**src/fsc_pkg.sv**
```systemverilog
// Shared types, constants and plane tables for the frustum sphere culling block.
// No dependencies; every other file imports this package.
`default_nettype none

package fsc_pkg;

    localparam int COORD_WIDTH_DEF = 32;
    localparam int FRAC_BITS       = 16;
    localparam int NUM_PLANES      = 6;
    localparam int NUM_COLS        = 4;
    localparam int ELEM_W          = 32;
    localparam int COL_W           = NUM_COLS * ELEM_W;
    localparam int NRM_W           = 18;

    // Stream widths: tdata holds the fields padded to whole bytes.
    localparam int S_TDATA_W = 264;
    localparam int S_TUSER_W = 1;
    localparam int M_TDATA_W = 8;
    localparam int M_TUSER_W = 1;

    // Iterative unit widths.
    localparam int SQ_W       = 64;
    localparam int ROOT_W     = 32;
    localparam int DVD_W      = 48;
    localparam int DVS_W      = 32;

    localparam logic REQ_LOAD  = 1'b0;
    localparam logic REQ_QUERY = 1'b1;

    localparam logic [1:0] LAST_COL = 2'd3;

    localparam logic signed [ELEM_W-1:0] ELEM_MAX = 32'sh7FFF_FFFF;
    localparam logic signed [ELEM_W-1:0] ELEM_MIN = 32'sh8000_0000;

    typedef struct packed {
        logic busy;
        logic done;
    } unit_stat_t;

    typedef enum logic [3:0] {
        ST_IDLE,
        ST_QUERY,
        ST_RB_READ,
        ST_RB_CAP,
        ST_RB_SQ,
        ST_RB_ACC,
        ST_RB_SQRT_GO,
        ST_RB_SQRT_WAIT,
        ST_RB_DIV_GO,
        ST_RB_DIV_WAIT,
        ST_RB_WRITE,
        ST_DONE
    } fsc_state_t;

    // Row combined with row w for each plane: left, right, top, bottom, front, back.
    function automatic logic [1:0] plane_row(input logic [2:0] p);
        logic [1:0] r;
        unique case (p)
            3'd0, 3'd1: r = 2'd0;
            3'd2, 3'd3: r = 2'd1;
            default:    r = 2'd2;
        endcase
        return r;
    endfunction

    // 1 when the plane takes w plus the other row, 0 when it takes w minus it.
    function automatic logic plane_is_add(input logic [2:0] p);
        logic a;
        unique case (p)
            3'd0, 3'd3, 3'd4: a = 1'b1;
            default:          a = 1'b0;
        endcase
        return a;
    endfunction

endpackage

`default_nettype wire

```
**src/fsc_isqrt.sv**
```systemverilog
// Iterative integer square root, one result bit per cycle.
// Depends on fsc_pkg for widths and the status struct.
`default_nettype none

module fsc_isqrt (
    input  wire logic                      aclk,
    input  wire logic                      aresetn,
    input  wire logic                      start,
    input  wire logic [fsc_pkg::SQ_W-1:0]  radicand,
    output logic      [fsc_pkg::ROOT_W-1:0] root,
    output fsc_pkg::unit_stat_t            stat
);
    import fsc_pkg::*;

    localparam int REM_W = ROOT_W + 4;
    localparam int CNT_W = $clog2(ROOT_W);

    logic [SQ_W-1:0]   n_reg;
    logic [REM_W-1:0]  rem_reg;
    logic [ROOT_W-1:0] root_reg;
    logic [CNT_W-1:0]  cnt_reg;
    logic              busy_reg;
    logic              done_reg;

    logic [REM_W-1:0] rem_sh;
    logic [REM_W-1:0] trial;
    logic             ge;

    // Bring down two radicand bits and try the next root bit.
    assign rem_sh = {rem_reg[REM_W-3:0], n_reg[SQ_W-1 -: 2]};
    assign trial  = {2'b00, root_reg, 2'b01};
    assign ge     = rem_sh >= trial;

    always_ff @(posedge aclk) begin
        if (!aresetn) begin
            busy_reg <= 1'b0;
            done_reg <= 1'b0;
        end else begin
            done_reg <= 1'b0;
            if (start) begin
                busy_reg <= 1'b1;
            end else if (busy_reg && cnt_reg == CNT_W'(ROOT_W - 1)) begin
                busy_reg <= 1'b0;
                done_reg <= 1'b1;
            end
        end
    end

    always_ff @(posedge aclk) begin
        if (start) begin
            n_reg    <= radicand;
            rem_reg  <= '0;
            root_reg <= '0;
            cnt_reg  <= '0;
        end else if (busy_reg) begin
            n_reg    <= {n_reg[SQ_W-3:0], 2'b00};
            rem_reg  <= ge ? (rem_sh - trial) : rem_sh;
            root_reg <= {root_reg[ROOT_W-2:0], ge};
            cnt_reg  <= cnt_reg + 1'b1;
        end
    end

    assign root      = root_reg;
    assign stat.busy = busy_reg;
    assign stat.done = done_reg;

endmodule

`default_nettype wire

```
**config.mk**
```make
export PLATFORM = sky130hd
export DESIGN_NAME = fsc_isqrt
export DESIGN_NICKNAME = d
export VERILOG_FILES = /design/src/fsc_pkg.sv /design/src/fsc_isqrt.sv
export SDC_FILE = /design/constraint.sdc
export NUM_CORES = 1
export LEC_CHECK = 0
export BUFFER_PORTS_ARGS = -buffer_cell sky130_fd_sc_hd__buf_2
export CORE_MARGIN = 3
export CORE_UTILIZATION = 48
export DETAILED_ROUTE_END_ITERATION = 8
export PLACE_DENSITY = 0.78
export SLEW_MARGIN = 5
export SYNTH_ARGS = -nofsm -noshare
export SYNTH_HDL_FRONTEND = slang
export SYNTH_SLANG_ARGS = --single-unit
```
**constraint.sdc**
```tcl
create_clock -name aclk -period 4.5 [get_ports aclk]
set_input_delay 1.35 -clock aclk [delete_from_list [all_inputs] [get_ports aclk]]
set_output_delay 1.35 -clock aclk [all_outputs]
set_load 0.03 [all_outputs]
```
==> flow_metrics.tcl <==
set metrics [dict create \
    hold_start "rem_reg[32]$_SDFFE_PP0P_" \
    clockBufferDepth 2 \
    status "finished clean" \
    final_cells 1069 \
    hold_viol_final 0 \
    nFillCells 1373 \
    synth_seq_area_share_pct 44.1 \
    pre_cts_slack_ps 1080 \
    fin_crit_sh_pct 76.6 \
    crit-reg2reg-capture "rem_reg[2]$_SDFFE_PP0P_" \
    die_y_um 132 \
    synth-async-reset-ratio_pct 0 \
    cap_viol_max_count 0 \
    cts_buffers 17 \
    worst-path-buf-inv 2 \
    relSlewSlack_pct 30.2 \
    synth_cell_types 63 \
    grt_pass1_wl_um 28500 \
    regArea_um2 3390 \
    synth_nets 868 \
    path_clk_slew_ps 60 \
    tightest_slew_ps 1050 \
    ios 101 \
    fp.dieArea_um2 17500 \
    fin_nets 948 \
    synthCells 765 \
    cp-end-kind "flop" \
    initialDrtViolationCount 409 \
    tns_ps 0 \
    antenna_found_initial 2 \
    critical_path.top_delay_family "compound AO/OA/AOI/OAI gates" \
    required_ps 4780 \
    grt_max_degree 65 \
    postCtsSetupBuffers 0 \
    dp.cells 1037 \
    htree_levels 4 \
    dr.pass1.iters 5 \
    slowest_delay_ps 510 \
    via_per_inst 5.59 \
    multi_input_area_um2 3930 \
    grtUsageTotal_pct 19.9 \
    core-area_um2 15400 \
    rrSetupSlack_ps 1050 \
    ctsResizeCount 0 \
    powerDensity_nw_per_um2 590 \
    final_cell_mix "buf_2, nor2_1, dfxtp_1" \
    startpoint_type "flop" \
    grt-ovfl-total 0 \
    wl_per_cell_um 16.2 \
    detailed_place_hpwl_um 11900 \
    ys_ff_latch 137 \
    synth_largest_area_cell "edfxtp_1" \
    layout_setup_ws_ps 1050 \
    clk_latency_ps 420 \
    largest_register_ffs 64 \
    via_count 5974 \
    grt_pass1_vias 5713 \
    hold_path.class "flop to flop" \
    cts_hold_buffers 0 \
    reg2reg_depth 12 \
    yosysTopAreaCellShare_pct 25.1 \
    rsz0062_at_grt "false" \
    area_growth_pct 15.4 \
    drive_gt1_share_pct 23.8 \
    layout_commonest_cell "buf_2" \
    critPathKind "flop to flop" \
    fmax_mhz 290 \
    critical_path_arrival_ps 3720 \
    holdPathEnd "rem_reg[32]$_SDFFE_PP0P_" \
    power.leakage_nw 3.69 \
    finClkSkew_ps 14.9 \
    cts_sinks 137 \
    root_buffer "clkbuf_16" \
    worstReg2RegStart "root[8]$_SDFFE_PP0P_" \
    avgSynthCellArea_um2 10.0 \
    ys_warn_count 0 \
    die_w_um 132 \
    crit_chain "inv_1 -> ha_1 -> nand3_2 -> or3_1 -> a21oi_1 -> o2111ai_1 -> nand2_1 -> o21ai_1 -> a32oi_4 -> buf_4 -> mux2i_1 -> a211oi_1" \
    holdPathStages 2 \
    peakVddDrop_mv 0.356 \
    ant_nets 0 \
    io_buffers 100 \
    syn-cell-area_um2 7670 \
    wirelength_um 17300 \
    cts_tree "yes" \
    initial_core_util_pct 49.7 \
    worstPathMaxFanout 30 \
    synth_edf_count 64 \
    power.total_w 0.00522 \
    setup_viol 0 \
    remaining_drc_errors 0 \
    rows 45 \
    ys.flop_type "dfxtp_1" \
    final.min_clock_period_ps 3450 \
    synth.area.top_cells "edfxtp_1, dfxtp_1, mux2_2" \
    cpMaxStageDelayCell "a32oi_4" \
    gp_congestion 0.907 \
    slew_viol_final 0 \
    diodes 0 \
]
through the flow:
step / utilization, % / hold WS [ps] / instance area, µm²
floorplan: - / 455 / 7670
global placement: 53.7 / 472 / 8290
detailed placement: 53.7 / 479 / 8290
CTS: 57.4 / 491 / 8850
global route: 57.4 / 525 / 8850
finish: 57.4 / 490 / 8850
cells in the mapped netlist, types with 2 or more instances:
library cell	number
a2111oi_0	3
a211o_1	4
a211oi_1	20
a21boi_0	3
a21o_1	13
a21oi_1	36
a2bb2oi_1	3
a311oi_1	11
a31oi_1	2
a32o_1	2
and2_1	6
and3_1	8
buf_1	8
buf_2	4
buf_4	3
clkbuf_1	28
dfxtp_1	73
edfxtp_1	64
ha_1	36
inv_1	44
mux2_2	62
mux2i_1	47
nand2_1	47
nand2b_1	3
nand3_1	18
nand4_1	5
nor2_1	97
nor2b_1	5
nor3_1	6
nor4_1	2
o211ai_1	6
o21a_1	5
o21ai_0	15
o21ai_1	4
o21bai_1	5
o311a_1	4
o31a_1	5
o31ai_1	3
or3_1	3
xnor2_1	19
xor2_1	11
worst reg2reg max path: cells and delay by family (launching register included):
kind | cells | cell delay (ps)
buffers and inverters | 2 | 540
flip-flops | 1 | 370
adder cells (fa/ha/maj) | 1 | 380
multiplexers | 1 | 270
AND/OR/NAND/NOR | 3 | 700
AO/OA/AOI/OAI | 5 | 1070
metal layers:
metal	routed length (µm)	track usage [%]	vias up
li1	-	-	2932
met1	7760	25.5	2856
met2	8040	31.4	161
met3	1310	7.72	21
met4	156	5.43	4
met5	14	0	-
area by class of cell:
cell class | instances | area share, %
clock inverter | 15 | 1.53
inverter | 44 | 1.87
clock buffer | 17 | 4.81
sequential | 137 | 38.3
multi-input combinational | 540 | 44.4
tap | 211 | 2.98
timing repair buffer | 105 | 6.11
power by group:
group / internal [W] / switching, W
clock network: 0.000728 / 0.000594
registers: 0.00147 / 0.000105
logic: 0.000972 / 0.00136
total: 0.00317 / 0.00205
worst max-delay path by stage:
stage | slack, ps | cells after the start | start | endpoint
2_1_floorplan | 1150 | 3 | start | n_reg[0]$_SDFFCE_PN0P_
3_3_place_gp | 1240 | 12 | root[8]$_SDFFE_PP0P_ | rem_reg[30]$_SDFFE_PP0P_
3_5_place_dp | 1080 | 12 | root[8]$_SDFFE_PP0P_ | rem_reg[26]$_SDFFE_PP0P_
4_1_cts | 1060 | 12 | root[8]$_SDFFE_PP0P_ | rem_reg[2]$_SDFFE_PP0P_
5_1_grt | 780 | 12 | root[8]$_SDFFE_PP0P_ | rem_reg[30]$_SDFFE_PP0P_
6_report | 1050 | 12 | root[8]$_SDFFE_PP0P_ | rem_reg[2]$_SDFFE_PP0P_
cell families after synthesis:
family,after synthesis,share of synthesized area (%)
AO/OA/AOI/OAI,159,14.9
AND/OR/NAND/NOR,206,11.9
multiplexers,109,15.2
adder cells (fa/ha/maj),36,5.87
XOR/XNOR,30,3.43
flip-flops,137,44.1
buffers and inverters,88,4.62
Power figures use the tool's default switching activity.
