===== src/fsc_pkg.sv =====
// Shared types, constants and plane tables for the frustum sphere culling block.
// No dependencies; every other file imports this package.
`default_nettype none

package fsc_pkg;

    localparam int COORD_WIDTH_DEF = 32;
    localparam int FRAC_BITS       = 16;
    localparam int NUM_PLANES      = 6;
    localparam int NUM_COLS        = 4;
    localparam int ELEM_W          = 32;
    localparam int COL_W           = NUM_COLS * ELEM_W;
    localparam int NRM_W           = 18;

    // Stream widths: tdata holds the fields padded to whole bytes.
    localparam int S_TDATA_W = 264;
    localparam int S_TUSER_W = 1;
    localparam int M_TDATA_W = 8;
    localparam int M_TUSER_W = 1;

    // Iterative unit widths.
    localparam int SQ_W       = 64;
    localparam int ROOT_W     = 32;
    localparam int DVD_W      = 48;
    localparam int DVS_W      = 32;

    localparam logic REQ_LOAD  = 1'b0;
    localparam logic REQ_QUERY = 1'b1;

    localparam logic [1:0] LAST_COL = 2'd3;

    localparam logic signed [ELEM_W-1:0] ELEM_MAX = 32'sh7FFF_FFFF;
    localparam logic signed [ELEM_W-1:0] ELEM_MIN = 32'sh8000_0000;

    typedef struct packed {
        logic busy;
        logic done;
    } unit_stat_t;

    typedef enum logic [3:0] {
        ST_IDLE,
        ST_QUERY,
        ST_RB_READ,
        ST_RB_CAP,
        ST_RB_SQ,
        ST_RB_ACC,
        ST_RB_SQRT_GO,
        ST_RB_SQRT_WAIT,
        ST_RB_DIV_GO,
        ST_RB_DIV_WAIT,
        ST_RB_WRITE,
        ST_DONE
    } fsc_state_t;

    // Row combined with row w for each plane: left, right, top, bottom, front, back.
    function automatic logic [1:0] plane_row(input logic [2:0] p);
        logic [1:0] r;
        unique case (p)
            3'd0, 3'd1: r = 2'd0;
            3'd2, 3'd3: r = 2'd1;
            default:    r = 2'd2;
        endcase
        return r;
    endfunction

    // 1 when the plane takes w plus the other row, 0 when it takes w minus it.
    function automatic logic plane_is_add(input logic [2:0] p);
        logic a;
        unique case (p)
            3'd0, 3'd3, 3'd4: a = 1'b1;
            default:          a = 1'b0;
        endcase
        return a;
    endfunction

endpackage

`default_nettype wire


===== src/fsc_div.sv =====
// Restoring unsigned divider, one quotient bit per cycle.
// Depends on fsc_pkg for widths and the status struct.
`default_nettype none

module fsc_div (
    input  wire logic                      aclk,
    input  wire logic                      aresetn,
    input  wire logic                      start,
    input  wire logic [fsc_pkg::DVD_W-1:0] dividend,
    input  wire logic [fsc_pkg::DVS_W-1:0] divisor,
    output logic      [fsc_pkg::DVD_W-1:0] quotient,
    output fsc_pkg::unit_stat_t            stat
);
    import fsc_pkg::*;

    localparam int CNT_W = $clog2(DVD_W);

    logic [DVD_W-1:0] dvd_reg;
    logic [DVS_W-1:0] dvs_reg;
    logic [DVS_W-1:0] rem_reg;
    logic [DVD_W-1:0] quo_reg;
    logic [CNT_W-1:0] cnt_reg;
    logic             busy_reg;
    logic             done_reg;

    logic [DVS_W:0] sh;
    logic [DVS_W:0] diff;
    logic           ge;

    assign sh   = {rem_reg, dvd_reg[DVD_W-1]};
    assign diff = sh - {1'b0, dvs_reg};
    assign ge   = sh >= {1'b0, dvs_reg};

    always_ff @(posedge aclk) begin
        if (!aresetn) begin
            busy_reg <= 1'b0;
            done_reg <= 1'b0;
        end else begin
            done_reg <= 1'b0;
            if (start) begin
                busy_reg <= 1'b1;
            end else if (busy_reg && cnt_reg == CNT_W'(DVD_W - 1)) begin
                busy_reg <= 1'b0;
                done_reg <= 1'b1;
            end
        end
    end

    always_ff @(posedge aclk) begin
        if (start) begin
            dvd_reg <= dividend;
            dvs_reg <= divisor;
            rem_reg <= '0;
            quo_reg <= '0;
            cnt_reg <= '0;
        end else if (busy_reg) begin
            dvd_reg <= {dvd_reg[DVD_W-2:0], 1'b0};
            rem_reg <= ge ? diff[DVS_W-1:0] : sh[DVS_W-1:0];
            quo_reg <= {quo_reg[DVD_W-2:0], ge};
            cnt_reg <= cnt_reg + 1'b1;
        end
    end

    assign quotient  = quo_reg;
    assign stat.busy = busy_reg;
    assign stat.done = done_reg;

endmodule

`default_nettype wire


===== config.mk =====
export PLATFORM = sky130hd
export DESIGN_NAME = fsc_div
export DESIGN_NICKNAME = d
export VERILOG_FILES = /design/src/fsc_pkg.sv /design/src/fsc_div.sv
export SDC_FILE = /design/constraint.sdc
export NUM_CORES = 1
export LEC_CHECK = 0
export BUFFER_PORTS_ARGS = -buffer_cell sky130_fd_sc_hd__buf_2
export CAP_MARGIN = 40
export CORE_ASPECT_RATIO = 0.9
export CORE_MARGIN = 3
export CORE_UTILIZATION = 51
export DETAILED_ROUTE_END_ITERATION = 6
export GPL_TIMING_DRIVEN = 0
export PLACE_DENSITY = 0.83
export SYNTH_ARGS = -nofsm -noshare
export SYNTH_HDL_FRONTEND = slang
export SYNTH_SLANG_ARGS = --single-unit
export TNS_END_PERCENT = 5

===== constraint.sdc =====
create_clock -name aclk -period 2.35 [get_ports aclk]
set_input_delay 0.1175 -clock aclk [delete_from_list [all_inputs] [get_ports aclk]]
set_output_delay 0.1175 -clock aclk [all_outputs]
set_load 0.01 [all_outputs]

==> impl_metrics.env, run 1 <==
export IMPL_cp_required_ps=2630
export IMPL_grt_max_degree=34
export IMPL_worstPathCellList="inv_2, ha_4, a211oi_2, nor2_2, o41ai_4, buf_4, nand3_4, a311oi_4, nor2_2, buf_6, buf_8, o211ai_1, a21oi_1"
export IMPL_whs_ps=6.11
export IMPL_holdPathEnd="dvd_reg[14]"
export IMPL_via_per_inst=5.71
export IMPL_place_area_um2=9320
export IMPL_powerDensity_nw_per_um2=678
export IMPL_grt_antenna_before_repair=1
export IMPL_gr_total_overflow=0
export IMPL_start_util=0.530
export IMPL_critPathMaxStageDelay_ps=370
export IMPL_tritoncts="yes"
export IMPL_n_fill_cell=1000
export IMPL_hold_viol=0
export IMPL_rrSetupSlack_ps=-420
export IMPL_synth_most_common_cell="nor2_1"
export IMPL_period_needed_ps=2770
export IMPL_crit_reg2reg_launch="dvs_reg[8]"
export IMPL_cap_violations=0
export IMPL_setup_viol=33
export IMPL_final_area_um2=11600
export IMPL_firstDrtPassIters=5
export IMPL_cpLargestDelayFamily="compound AO/OA/AOI/OAI gates"
export IMPL_wl_per_cell_um=18.8
export IMPL_synthesis_nets=893
export IMPL_cts_htree_levels=4
export IMPL_violations="setup timing"
export IMPL_synth_top_area_frac=0.290
export IMPL_worstHoldStart="dividend[14]"
export IMPL_synth_cells=776
export IMPL_synth_cell_type_count=64
export IMPL_rsz0062_at_grt="true"
export IMPL_cts_sinks=168
export IMPL_setup_ws_ps=-417
export IMPL_gp_congestion=0.943
export IMPL_p_total_w=0.00786
export IMPL_synth_area_top_cells="edfxtp_1 29%, dfxtp_1 21%, mux2_2 6.4%"
export IMPL_port_buffers=132
export IMPL_yosys_warnings=0
export IMPL_synth_async_sr_flop_share=0
export IMPL_status="finished, violations left"
export IMPL_die_y_um=127
export IMPL_io_pins=133
export IMPL_synth_seq_cells=168
export IMPL_drc_errors=0
export IMPL_fmax_ghz=0.361
export IMPL_synth_edf_count=80
export IMPL_p_leak_nw=4.85
export IMPL_area_growth_pct=39.7
export IMPL_synth_avg_cell_area_um2=10.7
export IMPL_finalClockSkew_ps=16.7
export IMPL_slew_headroom=0.523
export IMPL_drtIter0Drc=567
export IMPL_final_layout_size_suffix_gt1_frac=0.348
export IMPL_grt_pass1_wl_mm=35.2
export IMPL_place_hpwl_mm=13.6
export IMPL_arrival_ps=3050
export IMPL_ys_flop_type="dfxtp_1"
export IMPL_gr_usage_all_layers=0.246
export IMPL_final_antenna_net_count=0
export IMPL_yosysSeqAreaShare=0.502
export IMPL_worst_setup_path_start_kind="register"
export IMPL_clk_latency_ps=440
export IMPL_rr_worst_depth=13
export IMPL_hp_class="in -> reg"
export IMPL_timing_final_max_slew_violations=0
export IMPL_path_buf_inv=4
export IMPL_synth_area_leader_cell="edfxtp_1"
export IMPL_period_share=1.18
export IMPL_grt_pass1_vias=6980
export IMPL_cp_common_cell="nor2_2"
export IMPL_whs_path_depth=2
export IMPL_critical_path_class="reg -> reg"
export IMPL_die_w_um=140
export IMPL_die_area_um2=17800
export IMPL_cp_slowest_cell="edfxtp_1"
export IMPL_cp_max_fo=7
export IMPL_synth_common_cells="94 x nor2_1, 88 x dfxtp_1, 80 x edfxtp_1"
export IMPL_cts_buffers=17
export IMPL_worst_pin_slew_ps=715
export IMPL_synth_area_um2=8300
export IMPL_fin_nets=1158
export IMPL_rows=43
export IMPL_root_buffer="clkbuf_16"
export IMPL_clockBufferDepth=2
export IMPL_reg2reg_to="rem_reg[17]"
export IMPL_end_kind="register"
export IMPL_vias=7184
export IMPL_coreArea_um2=15700
export IMPL_clkTransAtPathRegs_ps=70
export IMPL_vdd_ir_drop_max_mv=0.549
export IMPL_drt_wl_total_mm=23.7
[cells by family after synthesis]
family,synth area share
flip-flops,0.502
multiplexers,0.124
XOR/XNOR,0.0232
AND/OR/NAND/NOR,0.121
buffers and inverters,0.0437
adder cells (fa/ha/maj),0.0522
AO/OA/AOI/OAI,0.134
[how the worst max path moves through the flow]
| stage | start | endpoint | depth (start not counted) | slack, ps |
|---|---|---|---|---|
| floorplan | dvs_reg[1] | rem_reg[22] | 11 | -70 |
| global placement | start | dvd_reg[2] | 4 | -500 |
| detailed placement | dvs_reg[12] | rem_reg[23] | 11 | -530 |
| CTS | dvs_reg[8] | rem_reg[8] | 13 | -290 |
| global route | dvs_reg[8] | rem_reg[17] | 13 | -420 |
| finish | dvs_reg[8] | rem_reg[17] | 13 | -420 |
[what timing repair did]
item / CTS / global route
setup buffers: 18 / 20
gates resized for setup: 56 / 76
gates cloned: 1 / 0
endpoints found under the hold margin: 76 / 1
setup endpoints to repair: 33 / 114
hold buffers: 75 / 1
pin swaps: 23 / 36
[worst reg2reg max path: cells and delay by family, from the launching register on]
kind / cells / cell delay, ps
AOI/OAI and AO/OA: 5 / 1120
and+or+nand+nor: 3 / 320
adders and majority gates: 1 / 200
buffers and inverters: 4 / 620
DFF: 1 / 370
[power breakdown]
part / switching [W] / internal [W]
sequential: 0.000100 / 0.00327
combinational: 0.000865 / 0.000807
clock: 0.00126 / 0.00156
total: 0.00222 / 0.00564
[cell type report]
class	instances	area, um^2	share of cell area
diodes	2	5.00	0.000432
clock buffers	19	475	0.0410
multi-input cells	523	4380	0.378
clock inverters	13	114	0.00982
repair buffers	247	1770	0.153
flip-flops and latches	168	4170	0.359
plain buffers	42	277	0.0239
inverters	42	158	0.0136
well taps	202	253	0.0218
[through the flow]
step	cells	setup TNS, ps	util	setup slack, ps
2_1_floorplan	776	-980	-	-70.1
3_3_place_gp	1110	-48630	0.593	-499
3_5_place_dp	1111	-45860	0.595	-530
4_1_cts	1237	-7230	0.704	-294
5_1_grt	1257	-11000	0.740	-423
6_report	1258	-9150	0.740	-417
[per-layer routing]
layer	global-route usage	vias to the layer above	part of all wire
met5	0	-	0
met3	0.0591	119	0.078
li1	-	3350	-
met1	0.310	3357	0.41
met4	0.0923	0	0.041
met2	0.415	358	0.47
[layout by cell type, fill, tap and decap left out, types with 6 or more instances in the layout]
| cell type | count |
|---|---|
| o21ai_0 | 12 |
| a311oi_1 | 12 |
| inv_1 | 39 |
| a31oi_1 | 6 |
| a21oi_1 | 23 |
| dfxtp_1 | 87 |
| a311oi_2 | 8 |
| nand2_2 | 6 |
| dlygate4sd3_1 | 76 |
| nor2_1 | 89 |
| a21o_1 | 15 |
| ha_2 | 6 |
| mux2i_1 | 49 |
| xor2_1 | 9 |
| nand4_1 | 11 |
| ha_1 | 9 |
| nand3_1 | 9 |
| clkbuf_16 | 19 |
| mux2_2 | 47 |
| xnor2_1 | 12 |
| ha_4 | 18 |
| edfxtp_1 | 80 |
| or3_1 | 7 |
| buf_6 | 12 |
| nand2_1 | 54 |
| buf_4 | 34 |
| buf_2 | 131 |
| clkbuf_1 | 24 |
(Power assumes the default switching activity.)
==> run 2: changes to the inputs <==
- MAX_ROUTING_LAYER: default -> met4
==> run 2 against run 1 <==
Against the previous run:
- the run still ends with setup timing left
- register-to-register slack gained 60 ps
- sequential share of layout area up 0.17 points
- critical path type unchanged
- combinational power fell by 4%
==> impl_metrics.env, run 2 (synthesis results as in run 1) <==
export IMPL_gr_total_overflow=0
export IMPL_holdPathEnd="dvd_reg[9]"
export IMPL_status="finished, violations left"
export IMPL_crit_reg2reg_launch="dvs_reg[15]"
export IMPL_post_place_ws_ps=-486
export IMPL_grt_pass1_vias=6969
export IMPL_violations="setup timing"
export IMPL_hold_viol=0
export IMPL_diodes=0
export IMPL_grt_antenna_before_repair=0
export IMPL_layout_common_cells="131 x buf_2, 88 x nor2_1, 87 x dfxtp_1, 80 x edfxtp_1, 78 x dlygate4sd3_1"
export IMPL_slew_headroom=0.507
export IMPL_dp_cells=1111
export IMPL_setup_viol=33
export IMPL_hp_class="in -> reg"
export IMPL_worstHoldStart="dividend[9]"
export IMPL_drt_wl_total_mm=22.9
export IMPL_timing_final_max_slew_violations=0
export IMPL_drc_errors=0
export IMPL_n_fill_cell=1014
export IMPL_final_antenna_net_count=0
export IMPL_coreArea_um2=15700
export IMPL_cts_buffers=17
export IMPL_powerDensity_nw_per_um2=683
export IMPL_reg2reg_to="rem_reg[27]"
export IMPL_crit_path_start="dvs_reg[15]"
export IMPL_drtIter0Drc=613
export IMPL_firstDrtPassIters=6
export IMPL_port_buffers=132
export IMPL_clk_latency_ps=440
export IMPL_arrival_ps=3060
export IMPL_gr_usage_all_layers=0.247
export IMPL_gp_congestion=0.973
export IMPL_finalClockSkew_ps=13.4
export IMPL_start_util=0.530
export IMPL_root_buffer="clkbuf_16"
export IMPL_clockBufferDepth=2
export IMPL_final_common_cell="buf_2"
export IMPL_place_hpwl_mm=13.4
export IMPL_vdd_ir_drop_max_mv=0.574
export IMPL_rrSetupSlack_ps=-360
export IMPL_whs_ps=6.72
export IMPL_period_share=1.15
export IMPL_die_area_um2=17800
export IMPL_path_buf_inv=5
export IMPL_whs_path_depth=2
export IMPL_cts_sinks=168
export IMPL_setup_tns_ps=-9650
export IMPL_end_kind="register"
export IMPL_die_y_um=127
export IMPL_rsz0062_at_grt="true"
export IMPL_setup_ws_ps=-361
export IMPL_rows=43
export IMPL_wl_per_cell_um=18.3
export IMPL_final_layout_size_suffix_gt1_frac=0.337
export IMPL_cp_required_ps=2700
export IMPL_cts_htree_levels=4
export IMPL_rr_worst_depth=14
export IMPL_period_needed_ps=2710
export IMPL_clkTransAtPathRegs_ps=70
export IMPL_worst_pin_slew_ps=740
export IMPL_fin_nets=1155
export IMPL_cpLargestDelayFamily="compound AO/OA/AOI/OAI gates"
export IMPL_cap_violations=0
export IMPL_worst_setup_path_start_kind="register"
export IMPL_critPathMaxStageDelay_ps=380
export IMPL_area_growth_pct=39.1
export IMPL_cp_max_fo=7
export IMPL_worstPathCellList="inv_1, ha_1, buf_6, nand3_4, nor2_4, nand4_1, o31ai_4, buf_6, a311oi_4, nor2_2, buf_6, buf_6, nand4_1, a311oi_1"
export IMPL_tritoncts="yes"
export IMPL_grt_max_degree=34
export IMPL_vias=7188
export IMPL_p_leak_nw=4.82
export IMPL_final_cells=1253
export IMPL_p_total_w=0.00788
export IMPL_fmax_ghz=0.369
export IMPL_cp_slowest_cell="o31ai_4"
export IMPL_critical_path_class="reg -> reg"
export IMPL_cp_common_cell="buf_6"
export IMPL_via_per_inst=5.74
export IMPL_io_pins=133
export IMPL_die_w_um=140
export IMPL_grt_pass1_wl_mm=34.5
==> run 2: area by class of cell <==
| class | count | area, um^2 | share of cell area |
|---|---|---|---|
| buffer | 43 | 268 | 0.0232 |
| clock buffer | 17 | 425 | 0.0369 |
| clock inverter | 15 | 175 | 0.0152 |
| inverter | 42 | 158 | 0.0137 |
| multi-input combinational | 523 | 4330 | 0.375 |
| sequential | 168 | 4170 | 0.361 |
| tap | 202 | 253 | 0.0219 |
| timing repair buffer | 243 | 1770 | 0.153 |
==> run 2: worst max-delay path by stage <==
| stage | to | slack [ps] | cells past startpoint |
|---|---|---|---|
| after floorplan | rem_reg[22] | -70 | 11 |
| after global placement | dvd_reg[22] | -500 | 4 |
| after detailed placement | rem_reg[17] | -490 | 12 |
| after CTS | rem_reg[24] | -290 | 13 |
| after global routing | rem_reg[8] | -490 | 14 |
| final | rem_reg[27] | -360 | 14 |
==> run 2: what timing repair did <==
item / CTS / global route
gates cloned: 1 / 1
resized for setup: 50 / 69
endpoints found under the hold margin: 78 / 1
hold buffers: 77 / 1
pin swaps: 22 / 30
setup endpoints to repair: 33 / 96
setup buffers: 20 / 11
==> run 2: stage by stage <==
| step | instance area, um^2 | utilization |
|---|---|---|
| floorplan | 8370 | - |
| global placement | 9290 | 0.593 |
| detailed placement | 9310 | 0.595 |
| CTS | 11100 | 0.707 |
| global route | 11500 | 0.737 |
| finish | 11500 | 0.737 |
==> run 2: routing by layer <==
| metal | share of wire | global-route usage | vias to the layer above |
|---|---|---|---|
| met4 | 0.027 | 0.0912 | 0 |
| met5 | 0 | - | - |
| met3 | 0.068 | 0.0580 | 75 |
| li1 | - | - | 3352 |
| met2 | 0.49 | 0.393 | 324 |
| met1 | 0.42 | 0.309 | 3437 |
==> run 2: report_power, final <==
group	switching, W	internal (W)
clock network	0.00129	0.00161
registers	0.0000984	0.00327
logic	0.000830	0.000783
==> run 3: changes to the inputs <==
- RECOVER_POWER: default -> 50
==> run 3 against run 2 <==
Against the previous run:
- the run still ends with setup timing left
- critical path type unchanged
- first-iteration DRC count decreased by 1.3%
- flip-flop and latch count unchanged
- critical endpoint is now rem_reg[18]
- routed wire length increased by 0.32%
- cell count unchanged
- global-route usage unchanged
- critical path depth unchanged
- count of clock-buffer cells in the layout unchanged
- sequential share of layout area increased by 0.20 points
==> impl_metrics.env, run 3 (synthesis results as in run 1) <==
export IMPL_firstDrtPassIters=5
export IMPL_timing_final_max_slew_violations=0
export IMPL_fmax_ghz=0.367
export IMPL_worst_pin_slew_ps=732
export IMPL_worstHoldStart="dividend[9]"
export IMPL_grt_pass1_wl_mm=34.5
export IMPL_layout_common_cells="88 x nor2_1, 87 x dfxtp_1, 80 x edfxtp_1, 80 x buf_2, 78 x dlygate4sd3_1"
export IMPL_rsz0062_at_grt="true"
export IMPL_port_buffers=132
export IMPL_area_growth_pct=38.3
export IMPL_cp_required_ps=2690
export IMPL_diodes=0
export IMPL_slew_headroom=0.512
export IMPL_fin_nets=1155
export IMPL_die_y_um=127
export IMPL_final_antenna_net_count=0
export IMPL_rrSetupSlack_ps=-370
export IMPL_coreArea_um2=15700
export IMPL_place_hpwl_mm=13.4
export IMPL_cts_buffers=17
export IMPL_drtIter0Drc=605
export IMPL_cts_sinks=168
export IMPL_setup_tns_ps=-9990
export IMPL_critical_path_class="reg -> reg"
export IMPL_whs_ps=8.75
export IMPL_place_area_um2=9310
export IMPL_grt_pass1_vias=6969
export IMPL_holdPathEnd="dvd_reg[9]"
export IMPL_clockBufferDepth=2
export IMPL_final_common_cell="nor2_1"
export IMPL_powerDensity_nw_per_um2=687
export IMPL_hold_viol=0
export IMPL_start_util=0.530
export IMPL_die_w_um=140
export IMPL_die_area_um2=17800
export IMPL_root_buffer="clkbuf_16"
export IMPL_setup_viol=33
export IMPL_vdd_ir_drop_max_mv=0.576
export IMPL_period_share=1.16
export IMPL_io_pins=133
export IMPL_crit_reg2reg_launch="dvs_reg[15]"
export IMPL_setup_ws_ps=-374
export IMPL_clk_latency_ps=440
export IMPL_clkTransAtPathRegs_ps=70
export IMPL_cap_violations=0
export IMPL_end_kind="register"
export IMPL_finalClockSkew_ps=11.7
export IMPL_final_area_um2=11500
export IMPL_rows=43
export IMPL_gr_usage_all_layers=0.247
export IMPL_drc_errors=0
export IMPL_grt_antenna_before_repair=0
export IMPL_drt_wl_total_mm=23.0
export IMPL_vias=7169
export IMPL_period_needed_ps=2720
export IMPL_cts_htree_levels=4
export IMPL_arrival_ps=3070
export IMPL_status="finished, violations left"
export IMPL_hp_class="in -> reg"
export IMPL_rr_worst_depth=14
export IMPL_wl_per_cell_um=18.3
export IMPL_grt_max_degree=34
export IMPL_via_per_inst=5.72
export IMPL_gp_congestion=0.973
export IMPL_whs_path_depth=2
export IMPL_p_total_w=0.00789
export IMPL_worst_setup_path_start_kind="register"
export IMPL_reg2reg_to="rem_reg[18]"
export IMPL_violations="setup timing"
export IMPL_cp_max_fo=7
export IMPL_gr_total_overflow=0
export IMPL_final_layout_size_suffix_gt1_frac=0.288
export IMPL_p_leak_nw=4.60
export IMPL_post_place_ws_ps=-486
export IMPL_tritoncts="yes"
[run 3: changes by cell type in the layout (fill, tap and decap cells not counted), sizes merged]
cell / before / now
buf: 180 / 128
clkbuf: 45 / 97
[run 3: routing by layer]
metal  track usage  share of wire
met5             -              0
met4        0.0912          0.028
met3        0.0580          0.071
met2         0.393           0.48
met1         0.309           0.42
[run 3: what timing repair did]
item                                   4_1_cts  5_1_grt
hold buffers                                77        1
setup endpoints to repair                   33       96
endpoints found under the hold margin       78        1
pin swaps                                   22       30
gates resized for setup                     50       69
setup buffers                               20       11
cloned                                       1        1
[run 3: cell type report]
class / instances / area (um^2)
plain buffers: 43 / 268
clock buffers: 17 / 425
clock inverters: 15 / 175
fillers: 1040 / 4180
inverters: 42 / 158
multi-input cells: 523 / 4330
flip-flops and latches: 168 / 4170
well taps: 202 / 253
repair buffers: 243 / 1710
[run 3: worst max path at each step]
stage               slack (ps)     endpoint        start  cells after the start
finish                    -370  rem_reg[18]  dvs_reg[15]                     14
global route              -490   rem_reg[8]  dvs_reg[15]                     14
CTS                       -290  rem_reg[24]   dvs_reg[8]                     13
detailed placement        -490  rem_reg[17]   dvs_reg[8]                     12
global placement          -500  dvd_reg[22]        start                      4
floorplan                  -70  rem_reg[22]   dvs_reg[1]                     11
[run 3: worst max-delay path, stage by stage, from the launching register on]
cell and delay, ps:
edfxtp_1 340, inv_1 50, ha_1 280, buf_6 130, nand3_4 80, nor2_4 130, nand4_1 160, o31ai_4 380
buf_6 160, a311oi_4 40, nor2_2 210, buf_6 190, buf_6 130, nand3_2 60, a311oi_2 270
[run 3: stage by stage]
step           std cells  utilization
2_1_floorplan        776            -
3_3_place_gp        1110        0.593
3_5_place_dp        1111        0.595
4_1_cts             1241        0.707
5_1_grt             1253        0.733
6_report            1253        0.733
[run 3: power by group]
group	internal, W	switching [W]	leakage [nW]	total, W
sequential	0.00327	0.0000988	1.51	0.00337
combinational	0.000782	0.000831	2.80	0.00161
clock	0.00161	0.00129	0.293	0.00290
total	0.00566	0.00222	4.60	0.00789
